File: src/hw/rtl/bsht_ram.sv
module bsht_ram #(
    parameter int WIDTH = 8,
    parameter int DEPTH = 16
) (
    input  logic                     aclk,
    input  logic                     we,
    input  logic [$clog2(DEPTH)-1:0] waddr,
    input  logic [WIDTH-1:0]         wdata,
    input  logic                     re,
    input  logic [$clog2(DEPTH)-1:0] raddr,
    output logic [WIDTH-1:0]         rdata
);

    logic [WIDTH-1:0] mem_reg [DEPTH];
    logic [WIDTH-1:0] rdata_reg;

    always_ff @(posedge aclk) begin
        if (we) begin
            mem_reg[waddr] <= wdata;
        end
        if (re) begin
            rdata_reg <= mem_reg[raddr];
        end
    end

    assign rdata = rdata_reg;

endmodule

File: config.mk
export PLATFORM = sky130hd
export DESIGN_NAME = bsht_ram
export DESIGN_NICKNAME = d
export VERILOG_FILES = /design/src/hw/rtl/bsht_ram.sv
export SDC_FILE = /design/constraint.sdc
export NUM_CORES = 1
export LEC_CHECK = 0
export BUFFER_PORTS_ARGS = -buffer_cell sky130_fd_sc_hd__buf_2
export CAP_MARGIN = 10
export CORE_MARGIN = 2
export CORE_UTILIZATION = 55
export DETAILED_ROUTE_END_ITERATION = 8
export PLACE_DENSITY = 0.8
export SLEW_MARGIN = 30
export SYNTH_ARGS = -nofsm -noshare
export SYNTH_HDL_FRONTEND = slang
export SYNTH_SLANG_ARGS = --single-unit
File: constraint.sdc
create_clock -name aclk -period 2.1 [get_ports aclk]
set_input_delay 0.42 -clock aclk [delete_from_list [all_inputs] [get_ports aclk]]
set_output_delay 0.42 -clock aclk [all_outputs]
set_load 0.02 [all_outputs]
# Word level (Yosys, flattened, before mapping)
# Memories as Yosys holds them, arrays and structs flattened. A register that Yosys moved wholly into a read port is not among the register bits.
# Index checks and enable logic that the tools add are counted.
[totals] ff_bits=0 ram_bits=128 input_bits=19 out_inout_bits=8 memories=1
[memory_table] memory="mem_reg" depth=16 word_bits=8 read_ports=1 rd_ports_with_merged_regs=1 wr=1 line_no="14" source="logic [WIDTH-1:0] mem_reg [DEPTH];"
[op_classes] mux=2
[ops] cell="1-bit two-way mux" n=2

# Longest topological paths before layout
[logic_depth] depth_word=2 mapped_depth=5

# Worst setup path before layout
# Ideal clock, no wire load.
[synth_timing] path_kind="in2reg" start="in waddr[2]" end="mem mem_reg[0][0] (enable)" setup_ps=383 arrival_time_ps=1530 path_slack_ps=187 stages=2 n_path_buf=0 path_cell_list="or3b_2 nor3_1"
[synth_lines] element="from (decl)" line_no="7" source="input logic [$clog2(DEPTH)-1:0] waddr,"
[synth_lines] element="to (decl)" line_no="14"
# Straight into the memory's write port.

==> metrics.md <==
| Metric | Value |
|---|---|
| R2R cell count | 3 |
| Core Util, Final | 67.2% |
| Global-route wire length before repair | between 15000 and 20000 µm |
| CTS HTree Levels | 4 |
| Setup_tns | 0 ns |
| CP required | between 2 and 2.5 ns |
| Avg Inst Size Synth | approximately 23 µm² |
| P&R area growth vs syn | 18.8% |
| Vias in the first global route | 2529 |
| Final net count | 304 |
| CTS clk-pin slew, worst paths | 0.06 ns |
| Die Y | around 100 µm |
| Pwr Density | 1010 nW/µm² |
| Final Cycle Share | 71.1% |
| TritonCTS clock tree | built |
| Largest net degree at the start of global routing | 33 |
| Grt total ovfl | 0 |
| Worst Path Max Fanout | 1 |
| First-pass DRT Iterations | 4 |
| HP Class | input port to register |
| Initial antenna violation count | 0 |
| Fin crit period | approximately 1.5 ns |
| Post-synth top area share | 78.1% |
| Final routed DRC violation total | 0 |
| Num CTS Buffers | 17 |
| Max clock buf depth | 2 |
| Die area | 10300 µm² |
| Post-synthesis sequential area ratio | 78.1% |
| Starting DRC count in detailed routing | 222 |
| Run status | completed |
| Clk pwr share | 46.3% |
| Post-route ant nets | 0 |
| Total GRT Usage | between 20% and 30% |
| Switch share | 20.3% |
| Yosys warnings | 0 |
| Slew @ Worst Pin | around 0.40 ns |
| Core Region | 9240 µm² |
| Number of max-cap violations | 0 |
| Fmax | 0.669 GHz |
| Min Hold Slack | 0.243 ns |
| Max incr delay on CP | approximately 0.52 ns |
| Die W | 101 µm |
| Initial Utilization | 56.6% |
| Slew HR | about three quarters |
| Worst path arrival time | 1.75 ns |
| Max IR drop VDD | 616 µV |
| Fin. Hold Viols | 0 |
| Switching pwr | 1.27 mW |
| Detailed-route via count | between 2000 and 3000 |
| Site Rows | 35 |
| GP Congestion | 0.824 |
| Int Power | approximately 5 mW |
| Post-synth top area cell | edfxtp_1 |
| Setup CP Type | register to register |
| Syn Inst Count | 229 |
| Syn Nets | 248 |
| Leakage power | approximately 2.1 nW |
| Max-slew violation count | 0 |
| Ant diodes | 0 |
| Clock skew | 0.00612 ns |
| Share of power burned in registers | 49.0% |
| Post-DP HPWL | 5990 µm |
| Count of final setup violators | 0 |
| Max reg flops | ~130 |
| Clk_lat worst skew | just over 0.5 ns |
| Port Buffer Count | 26 |
| Final instance area | 6210 µm² |
| Via/cell ratio | 5.95 |
| Hold buffers post-CTS | 0 |
| CP Capture Type | register |
| Cell depth of the worst hold path | 1 |
| Number of setup buffers added after CTS | 0 |
| Overall Power | 6.28 mW |
| Cell chain of the critical path | mux4_1 -> a22oi_1 -> nand2_1 |
| Comb power frac | 4.7% |
| Post_cts resized | 0 |
| CTS Sinks | approximately 140 |
| Startpoint types | register |
| Synth area leaders | edfxtp_1 (78%), mux4_2 (7.8%), mux4_1 (7.0%), a22oi_1 (2.3%), nor2_1 (0.93%) |
| Wire per inst | 23.0 µm |
| Total Routed Length | a little under 10000 µm |
| Slowest-stage cell, CP | mux4_1 |
| IO Pins | 27 |
| Share of cells above drive strength 1 | 32.2% |
| Unrepaired setup endpoints after global routing | no |
| Root buf cell | clkbuf_8 |
| Post-Syn Area | roughly 5200 µm² |
| Placed Area | 5620 µm² |
| Synth cell types | 18 |
| Yosys reg bits | ~140 |
-- area by class of cell --
| type | instances | area, µm² |
|---|---|---|
| Sequential cell | 136 | 4080 |
| Fill cell | 578 | 3030 |
| Timing Repair Buffer | 47 | 313 |
| Tap cell | 129 | 161 |
| Multi-Input combinational cell | 83 | 1060 |
| Clock inverter | 13 | 171 |
| Clock buffer | 19 | 422 |
-- power groups by stage --
| stage | Clock [mW] | Combinational, mW | Sequential, mW |
|---|---|---|---|
| after floorplan | 0 | 0.154 | 3.14 |
| after CTS | 2.94 | 0.297 | 3.07 |
| after global placement | 0 | 0.284 | 3.13 |
| final | 2.91 | 0.295 | 3.07 |
| after detailed placement | 0 | 0.293 | 3.13 |
| after global routing | 3.05 | 0.317 | 3.08 |
-- final timing paths --
check | start | end | slack [ns]
setup / recovery | mem_reg[1][2] | rdata[2] | 0.61
hold / removal | re | rdata[4] | 0.24
setup reg to reg | mem_reg[1][2] | rdata[2] | 0.61
hold reg to reg | mem_reg[13][4] | rdata[4] | 0.74
-- cell families (layout without fill, tap and decap cells) --
kind of cell           count (synthesis)  count (layout)  share of synthesized area (%)
buffers and inverters                 10              79                           1.65
flip-flops                           136             136                           78.1
AO/OA/AOI/OAI                         16              16                           2.30
multiplexers                          32              32                           14.8
AND/OR/NAND/NOR                       35              35                           3.14
-- layer usage --
metal	wire length, µm	vias up	track usage, %
met5	0	-	0
met4	186	0	7.80
met3	730	18	4.62
met2	4820	116	33.4
met1	4110	1314	29.7
li1	-	1093	-
-- cells in the final DEF (no fill, tap or decap), types with 3 or more instances in the layout --
master,netlist,routed
clkinv_4,0,5
nand2_1,9,9
buf_4,1,19
nor2_1,13,13
mux4_1,14,14
a22oi_1,16,16
mux4_2,18,18
edfxtp_1,136,136
buf_2,3,26
nor3_1,4,4
bufinv_16,0,3
clkbuf_16,0,16
-- synth_stat cells (all sizes together) --
| library cell | instances |
|---|---|
| nor2 | 13 |
| nand3 | 1 |
| a22oi | 16 |
| nor2b | 1 |
| clkdlybuf4s25 | 3 |
| nand3b | 2 |
| nand2b | 2 |
| nor3 | 4 |
| and2 | 1 |
| edfxtp | 136 |
| or3b | 1 |
| nand2 | 9 |
| buf | 7 |
| and2b | 1 |
| mux4 | 32 |
-- worst max-delay path, delay by kind of cell (launching register included) --
| family | cells | cell delay (ns) |
|---|---|---|
| AO/OA/AOI/OAI | 1 | 0.27 |
| multiplexers | 1 | 0.52 |
| flip-flops | 1 | 0.37 |
| AND/OR/NAND/NOR | 1 | 0.08 |
-- stage by stage --
stage                     setup slack (ns)  instances
after floorplan                      0.187        229
after global placement               0.176        395
after detailed placement             0.165        395
after CTS                            0.587        427
after global routing                 0.556        427
final                                0.606        427
(Power assumes the default switching activity.)
