**src/hw/rtl/bsht_row_map.sv**
```systemverilog
module bsht_row_map #(
    parameter int ROWS = 16
) (
    input  logic                    aclk,
    input  logic [16:0]             offset,
    input  logic [23:0]             scale,
    output logic [$clog2(ROWS)-1:0] row
);

    localparam int RW = $clog2(ROWS);

    // offset * scale, 16 fraction bits
    logic [40:0] prod_reg;

    always_ff @(posedge aclk) begin
        prod_reg <= offset * scale;
    end

    // saturate to the top row
    assign row = (prod_reg[40:16] > 25'(ROWS - 1)) ? RW'(ROWS - 1) : prod_reg[16 +: RW];

endmodule

```
**config.mk**
```make
export PLATFORM = sky130hd
export DESIGN_NAME = bsht_row_map
export DESIGN_NICKNAME = d
export VERILOG_FILES = /design/src/hw/rtl/bsht_row_map.sv
export SDC_FILE = /design/constraint.sdc
export NUM_CORES = 1
export LEC_CHECK = 0
export BUFFER_PORTS_ARGS = -buffer_cell sky130_fd_sc_hd__buf_2
export CAP_MARGIN = 25
export CORE_ASPECT_RATIO = 0.7
export CORE_MARGIN = 2
export CORE_UTILIZATION = 55
export CTS_CLUSTER_SIZE = 25
export DETAILED_ROUTE_END_ITERATION = 16
export PLACE_DENSITY = 0.74
export SETUP_SLACK_MARGIN = 0.4
export SYNTH_ARGS = -nofsm -noshare
export SYNTH_HDL_FRONTEND = slang
export SYNTH_SLANG_ARGS = --single-unit
```
**constraint.sdc**
```tcl
create_clock -name aclk -period 5.81 [get_ports aclk]
set_input_delay 0.581 -clock aclk [delete_from_list [all_inputs] [get_ports aclk]]
set_output_delay 0.581 -clock aclk [all_outputs]
set_load 0.01 [all_outputs]
```
# Yosys cells after proc, flatten, opt, wreduce, memory -nomap -nowiden
# Cells that the tools add are included.
# W data, S select, Z words.
[word_totals]
out_inout_bits = 4
regBits = 41
[op_classes]
multipliers = 1
mux = 1
order_cmp = 1
[op_table]
columns = ["op", "count"]
rows = [
  ["$mul A17 B24 Y41", 1],
  ["$gt A25 B4 Y1 const B", 1],
  ["$mux W4", 1],
]

# Logic depth before layout (Yosys ltp)
# Gate-level depths: netlist of the first run.
[depth]
depth_word = 2
ltp_mapped = 23

# Worst setup path before layout of the first run
# Ideal clock, no wire load.
[synth_path]
path_kind = "input port to flip-flop"
from = "input scale[20]"
to = "register prod_reg[40]"
setup_time_ns = 0.062
slack_ns = -0.159
cell_stages = 20
t_arrival_ns = 5.907
cell_sequence = "clkbuf_1 clkbuf_1 nand2_1 fa_1 inv_1 fa_1 fa_1 fa_1 fa_1 inv_1 fa_1 inv_1 ha_1 a21o_1 a21o_1 a21o_1 a21oi_1 a21boi_2 or4_1 nand3_1"
[synth_via]
elab_chain_cells = 1
[synth_lines]
columns = ["element", "line_no", "text"]
rows = [
  ["start, declared", "6", "input logic [23:0] scale,"],
  ["$mul A17 B24 Y41", "16", "prod_reg <= offset * scale;"],
  ["end signal, assigned", "16", ""],
  ["end, declared", "13", "logic [40:0] prod_reg;"],
]
# Every way passes these cells.

# Worst setup path after layout of the first run
[layout_path]
from = "input offset[2]"
to = "register prod_reg[38]"
[layout_via]
elab_chain_cells = 1
[layout_lines]
columns = ["element", "line_no", "text"]
rows = [
  ["start, declared", "5", "input logic [16:0] offset,"],
  ["$mul A17 B24 Y41", "16", ""],
]
# Every way passes these cells.

==> results of run 1 <==
==> layer usage <==
metal / vias to the layer above / GRT usage [%] / share of wire (%)
li1: 4625 / - / -
met1: 5286 / 37.6 / 41
met2: 383 / 45.8 / 48
met3: 87 / 5.22 / 7.4
met4: 0 / 7.99 / 3.3
met5: - / 0 / 0
==> what timing repair did <==
| action | 4_1_cts | 5_1_grt |
|---|---|---|
| resized for setup | 66 | 66 |
| setup endpoints to repair | 25 | 25 |
| pin swaps | 24 | 34 |
| setup buffers | 6 | 5 |
| hold buffers | 0 | 0 |
==> layout make-up <==
type	instances	share of cell area (%)
timing repair buffer	210	11.7
multi-input combinational	1022	72.8
tap	318	2.54
clock inverter	1	0.0560
clock buffer	3	0.480
sequential	25	3.20
inverter	387	9.28
==> metrics by stage <==
step           instances  worst slack [ns]  TNS (ns)  hold slack, ns
5_1_grt             1966            -0.294     -3.70            1.37
4_1_cts             1961           0.00418         0            1.34
2_1_floorplan       1495           0.00243         0           0.992
3_3_place_gp        1951            -0.476     -7.38            1.06
3_5_place_dp        1951            -0.678    -10.91            1.06
6_report            1966            -0.115    -0.780            1.33
==> layout by cell type (no fill, tap or decap), types with 15 or more instances in the layout <==
cell	synthesis	final
inv_1	387	383
fa_1	327	318
nand2_1	271	264
and2_1	149	144
buf_4	0	133
ha_1	113	107
buf_2	1	30
buf_6	0	29
dfxtp_1	25	25
buf_12	0	16
a21oi_1	25	15
==> final timing paths <==
check	slack, ns	endpoint	start	cells past startpoint
min	1.33	row[3]	prod_reg[19]$_DFF_P_	2
max	-0.11	prod_reg[38]$_DFF_P_	offset[2]	23
==> kinds of logic after synthesis <==
| kind of cell | Yosys count |
|---|---|
| compound gates | 82 |
| mux | 2 |
| xor+xnor | 21 |
| fa+ha+maj | 440 |
| flops | 25 |
| simple gates | 477 |
| buf+inv | 448 |
==> impl_metrics.env, run 1 <==
export IMPL_htreeDepth=1
export IMPL_grt_usage_pct=27.7
export IMPL_crit_family="adder cells"
export IMPL_synth_xor_area_share_pct=1.40
export IMPL_cp_common_cell="fa_1"
export IMPL_syn_area_sq_um=13200
export IMPL_fin_crit_sh_pct=102
export IMPL_path_class="in2reg"
export IMPL_path_clk_slew_ns=0.07
export IMPL_utilization_pct=66.4
export IMPL_synthAdderAreaFrac_pct=60.5
export IMPL_path_cells="buf_12 > buf_12 > and2_1 > fa_1 > inv_1 > fa_1 > inv_1 > fa_1 > inv_1 > fa_1 > fa_1 > fa_1 > inv_1 > ha_4 > a21oi_2 > o21ai_2 > a41oi_2 > a21oi_4 > buf_6 > o21ai_4 > a21oi_4 > a211o_1 > a311oi_2"
export IMPL_hold_viol=0
export IMPL_grt_max_degree=21
export IMPL_antenna_found_initial=0
export IMPL_setup_viol=13
export IMPL_grt_pass1_vias=11305
export IMPL_antenna_cells=0
export IMPL_synth_compound_area_share_pct=4.30
export IMPL_synth_seq_cells=25
export IMPL_startpoint_type="input port"
export IMPL_cts_tree="built"
export IMPL_fp_dieW_um=189
export IMPL_synth_most_common_cell="inv_1"
export IMPL_ys_flop_type="dfxtp_1"
export IMPL_path_buf_inv=7
export IMPL_die_h_um=133
export IMPL_fin_ws_ns=-0.115
export IMPL_ys_warn_count=0
export IMPL_fp_dieArea_sq_um=25200
export IMPL_ant_nets=0
export IMPL_multiInputGateArea_sq_um=11400
export IMPL_initial_utilization_pct=55.8
export IMPL_yosys_area_share_simple_pct=17.1
export IMPL_grt_pass1_wl_um=55300
export IMPL_totalWireLength_um=33500
export IMPL_vias=10381
export IMPL_ys_types=49
export IMPL_relSlewSlack_pct=49.0
export IMPL_synth_edf_count=0
export IMPL_crit_required_ns=5.98
export IMPL_synthCells=1495
export IMPL_gp_congestion=0.923
export IMPL_first_iter_violations=506
export IMPL_synth_mux_area_share_pct=0.162
export IMPL_rsz0062_at_grt="yes"
export IMPL_nFillCells=1862
export IMPL_crit_arrival_ns=6.10
export IMPL_nets=2131
export IMPL_clockRootBuffer="clkbuf_16"
export IMPL_synth_area_top_cells="fa_1, inv_1, ha_1"
export IMPL_seqCellArea_sq_um=500
export IMPL_area_delta_synth_final_pct=18.9
export IMPL_cap_violations=0
export IMPL_firstDrtPassIters=5
export IMPL_cp_slowest_cell="fa_1"
export IMPL_slew_violations=0
export IMPL_synthArstFlopShare_pct=0
export IMPL_hold_class="reg2out"
export IMPL_syn_nets=1977
export IMPL_end_kind="flip-flop"
export IMPL_synth_top_area_share_pct=49.7
export IMPL_rows=47
export IMPL_max_stage_delay_ns=0.55
export IMPL_status="finished with violations"
export IMPL_num_io_pins=46
export IMPL_cts_sinks=25
export IMPL_core_area_sq_um=23600
export IMPL_overflow=0
export IMPL_synth_top_area_cell="fa_1"
export IMPL_fin_crit_ns=5.92
export IMPL_synth_yosys_seq_area_share_pct=3.80
export IMPL_vias_per_cell=5.28
export IMPL_fmax_ghz=0.169
export IMPL_layout_drive_gt1_share_pct=17.9
export IMPL_dp_hpwl_um=28500
export IMPL_place_area_sq_um=15000
export IMPL_clk_path_buf_depth=2
export IMPL_drc=0
export IMPL_worstPathMaxFanout=13
export IMPL_cts_buffers=3
export IMPL_wl_per_cell_um=17.0
export IMPL_io_buffers=45
export IMPL_largest_reg_flops=25
export IMPL_syn_area_per_cell_sq_um=8.80
export IMPL_synth_top_family_by_area="adder cells"
export IMPL_final_area_sq_um=15700
export IMPL_tightest_slew_ns=0.759
export IMPL_netlist_top_cells_count="inv_1, fa_1, nand2_1"
export IMPL_violations="setup timing"
Power of run 1 is not shown: default switching activity piles up to over one toggle a cycle in this logic, so the estimate is an artifact.
==> run 2, diff against run 1 <==
ABC_AREA = 1   (was unset)
SLEW_MARGIN = 20   (was unset)
==> impl_metrics.env, run 2 <==
export IMPL_ys_types=37
export IMPL_max_stage_delay_ns=0.58
export IMPL_ys_warn_count=0
export IMPL_clockRootBuffer="clkbuf_16"
export IMPL_fin_crit_sh_pct=90.6
export IMPL_die_h_um=139
export IMPL_synth_yosys_seq_area_share_pct=3.52
export IMPL_nFillCells=2168
export IMPL_grt_usage_pct=27.4
export IMPL_largest_reg_flops=25
export IMPL_wl_met2_um=16100
export IMPL_slew_violations=0
export IMPL_antenna_found_initial=0
export IMPL_vias=11417
export IMPL_fp_dieW_um=196
export IMPL_synth_edf_count=0
export IMPL_relSlewSlack_pct=65.1
export IMPL_synth_seq_cells=25
export IMPL_synthArstFlopShare_pct=0
export IMPL_antenna_cells=0
export IMPL_grt_pass1_vias=12516
export IMPL_seqCellArea_sq_um=500
export IMPL_cp_slowest_cell="fa_2"
export IMPL_cts_buffers=3
export IMPL_end_kind="flip-flop"
export IMPL_holdWs_ns=1.34
export IMPL_path_cells="buf_6 > buf_4 > nand2_1 > fa_1 > fa_2 > inv_1 > fa_2 > fa_1 > fa_1 > inv_1 > fa_1 > inv_1 > ha_4 > nand2_1 > buf_4 > nor2_4 > nand2_1 > nand2_1 > nand2_1 > nand2_2 > a21oi_2 > xnor2_1"
export IMPL_drc=0
export IMPL_path_class="in2reg"
export IMPL_first_iter_violations=627
export IMPL_syn_area_per_cell_sq_um=7.51
export IMPL_hold_viol=0
export IMPL_place_area_sq_um=15100
export IMPL_setup_viol=0
export IMPL_final_common_cell="inv_1"
export IMPL_firstDrtPassIters=7
export IMPL_hold_class="reg2out"
export IMPL_startpoint_type="input port"
export IMPL_met1_length_um=15700
export IMPL_cts_tree="built"
export IMPL_worstPathMaxFanout=17
export IMPL_cp_common_cell="nand2_1"
export IMPL_nets=2425
export IMPL_overflow=0
export IMPL_grt_pass1_wl_um=60200
export IMPL_cts_sinks=25
export IMPL_most_common_layout_cells="inv_1, nand2_1, fa_1"
export IMPL_rows=49
export IMPL_netlist_top_cells_count="inv_1, nand2_1, fa_1"
export IMPL_fp_dieArea_sq_um=27200
export IMPL_ant_nets=0
export IMPL_layout_drive_gt1_share_pct=13.3
export IMPL_dr_wl_met3_um=2240
export IMPL_synthCells=1894
export IMPL_initial_utilization_pct=55.6
export IMPL_cap_violations=0
export IMPL_core_area_sq_um=25600
export IMPL_status="finished, final reports clean"
export IMPL_fmax_ghz=0.190
export IMPL_final_area_sq_um=16000
export IMPL_totalWireLength_um=34500
export IMPL_dp_hpwl_um=29900
export IMPL_crit_required_ns=5.97
export IMPL_dr_max_layer_used="met4"
export IMPL_syn_nets=2376
export IMPL_clk_path_buf_depth=2
export IMPL_htreeDepth=1
export IMPL_rsz0062_at_grt="yes"
export IMPL_gp_congestion=0.925
export IMPL_fin_crit_ns=5.27
export IMPL_num_io_pins=46
export IMPL_synth_top_area_cell="fa_1"
export IMPL_synth_most_common_cell="inv_1"
export IMPL_io_buffers=45
export IMPL_synth_top_area_share_pct=46.0
export IMPL_ys_flop_type="dfxtp_1"
export IMPL_crit_arrival_ns=5.43
export IMPL_path_clk_slew_ns=0.07
export IMPL_grt_max_degree=24
export IMPL_multiInputGateArea_sq_um=11800
export IMPL_area_delta_synth_final_pct=12.8
export IMPL_tightest_slew_ns=0.524
export IMPL_synth_area_top_cells="fa_1, inv_1, nand2_1"
export IMPL_syn_area_sq_um=14200
export IMPL_vias_per_cell=5.02
export IMPL_wl_per_cell_um=15.2
run 2: metal layers:
metal,track usage (%),vias up
li1,-,5414
met1,39.3,5548
met2,45.5,413
met3,3.62,42
met4,5.22,0
met5,0,-
run 2: timing repair:
action | CTS | global route
pin swaps | 3 | 45
hold endpoints to repair | 0 | 0
buffers inserted | 2 | 7
hold buffers | 0 | 0
resized for setup | 53 | 160
gates cloned | 0 | 0
setup endpoints to repair | 22 | 25
run 2: worst max-delay path, delay by kind of cell:
| family | cells | cell delay [ns] |
|---|---|---|
| and+or+nand+nor | 7 | 0.57 |
| adders and majority gates | 7 | 3.24 |
| buffers and inverters | 6 | 0.71 |
| AOI/OAI and AO/OA | 1 | 0.05 |
| xor gates and xnor gates | 1 | 0.26 |
run 2: logic make-up (layout without fill, tap and decap cells):
kind of cell	Yosys count	in the layout	synth area share [%]
xor gates and xnor gates	14	14	0.862
and+or+nand+nor	669	669	18.8
buffers and inverters	659	707	17.4
DFF	25	25	3.52
AOI/OAI and AO/OA	87	87	3.48
adders and majority gates	440	440	56.0
run 2: final timing paths:
path / start / to / slack [ns] / cells after the start
setup / recovery: offset[4] / prod_reg[21]$_DFF_P_ / 0.54 / 22
hold / removal: prod_reg[16]$_DFF_P_ / row[0] / 1.34 / 3
run 2: area by class of cell:
cell class / count / area share, %
clock buffers: 3 / 0.468
inverters: 578 / 13.5
repair buffers: 125 / 6.69
multi-input cells: 1210 / 73.6
clock inverters: 1 / 0.0468
flip-flops and latches: 25 / 3.12
well taps: 331 / 2.58
run 2: metrics by stage:
| stage | TNS [ns] | util (%) | setup slack, ns | std cells |
|---|---|---|---|---|
| floorplan | 0 | - | 0.399 | 1894 |
| global placement | -0.330 | 59.0 | -0.0888 | 2260 |
| detailed placement | -0.446 | 59.0 | -0.122 | 2260 |
| CTS | 0 | 60.1 | 0.402 | 2266 |
| global route | 0 | 62.7 | 0.309 | 2273 |
| finish | 0 | 62.7 | 0.544 | 2273 |
Power of run 2 is left out for the same reason.
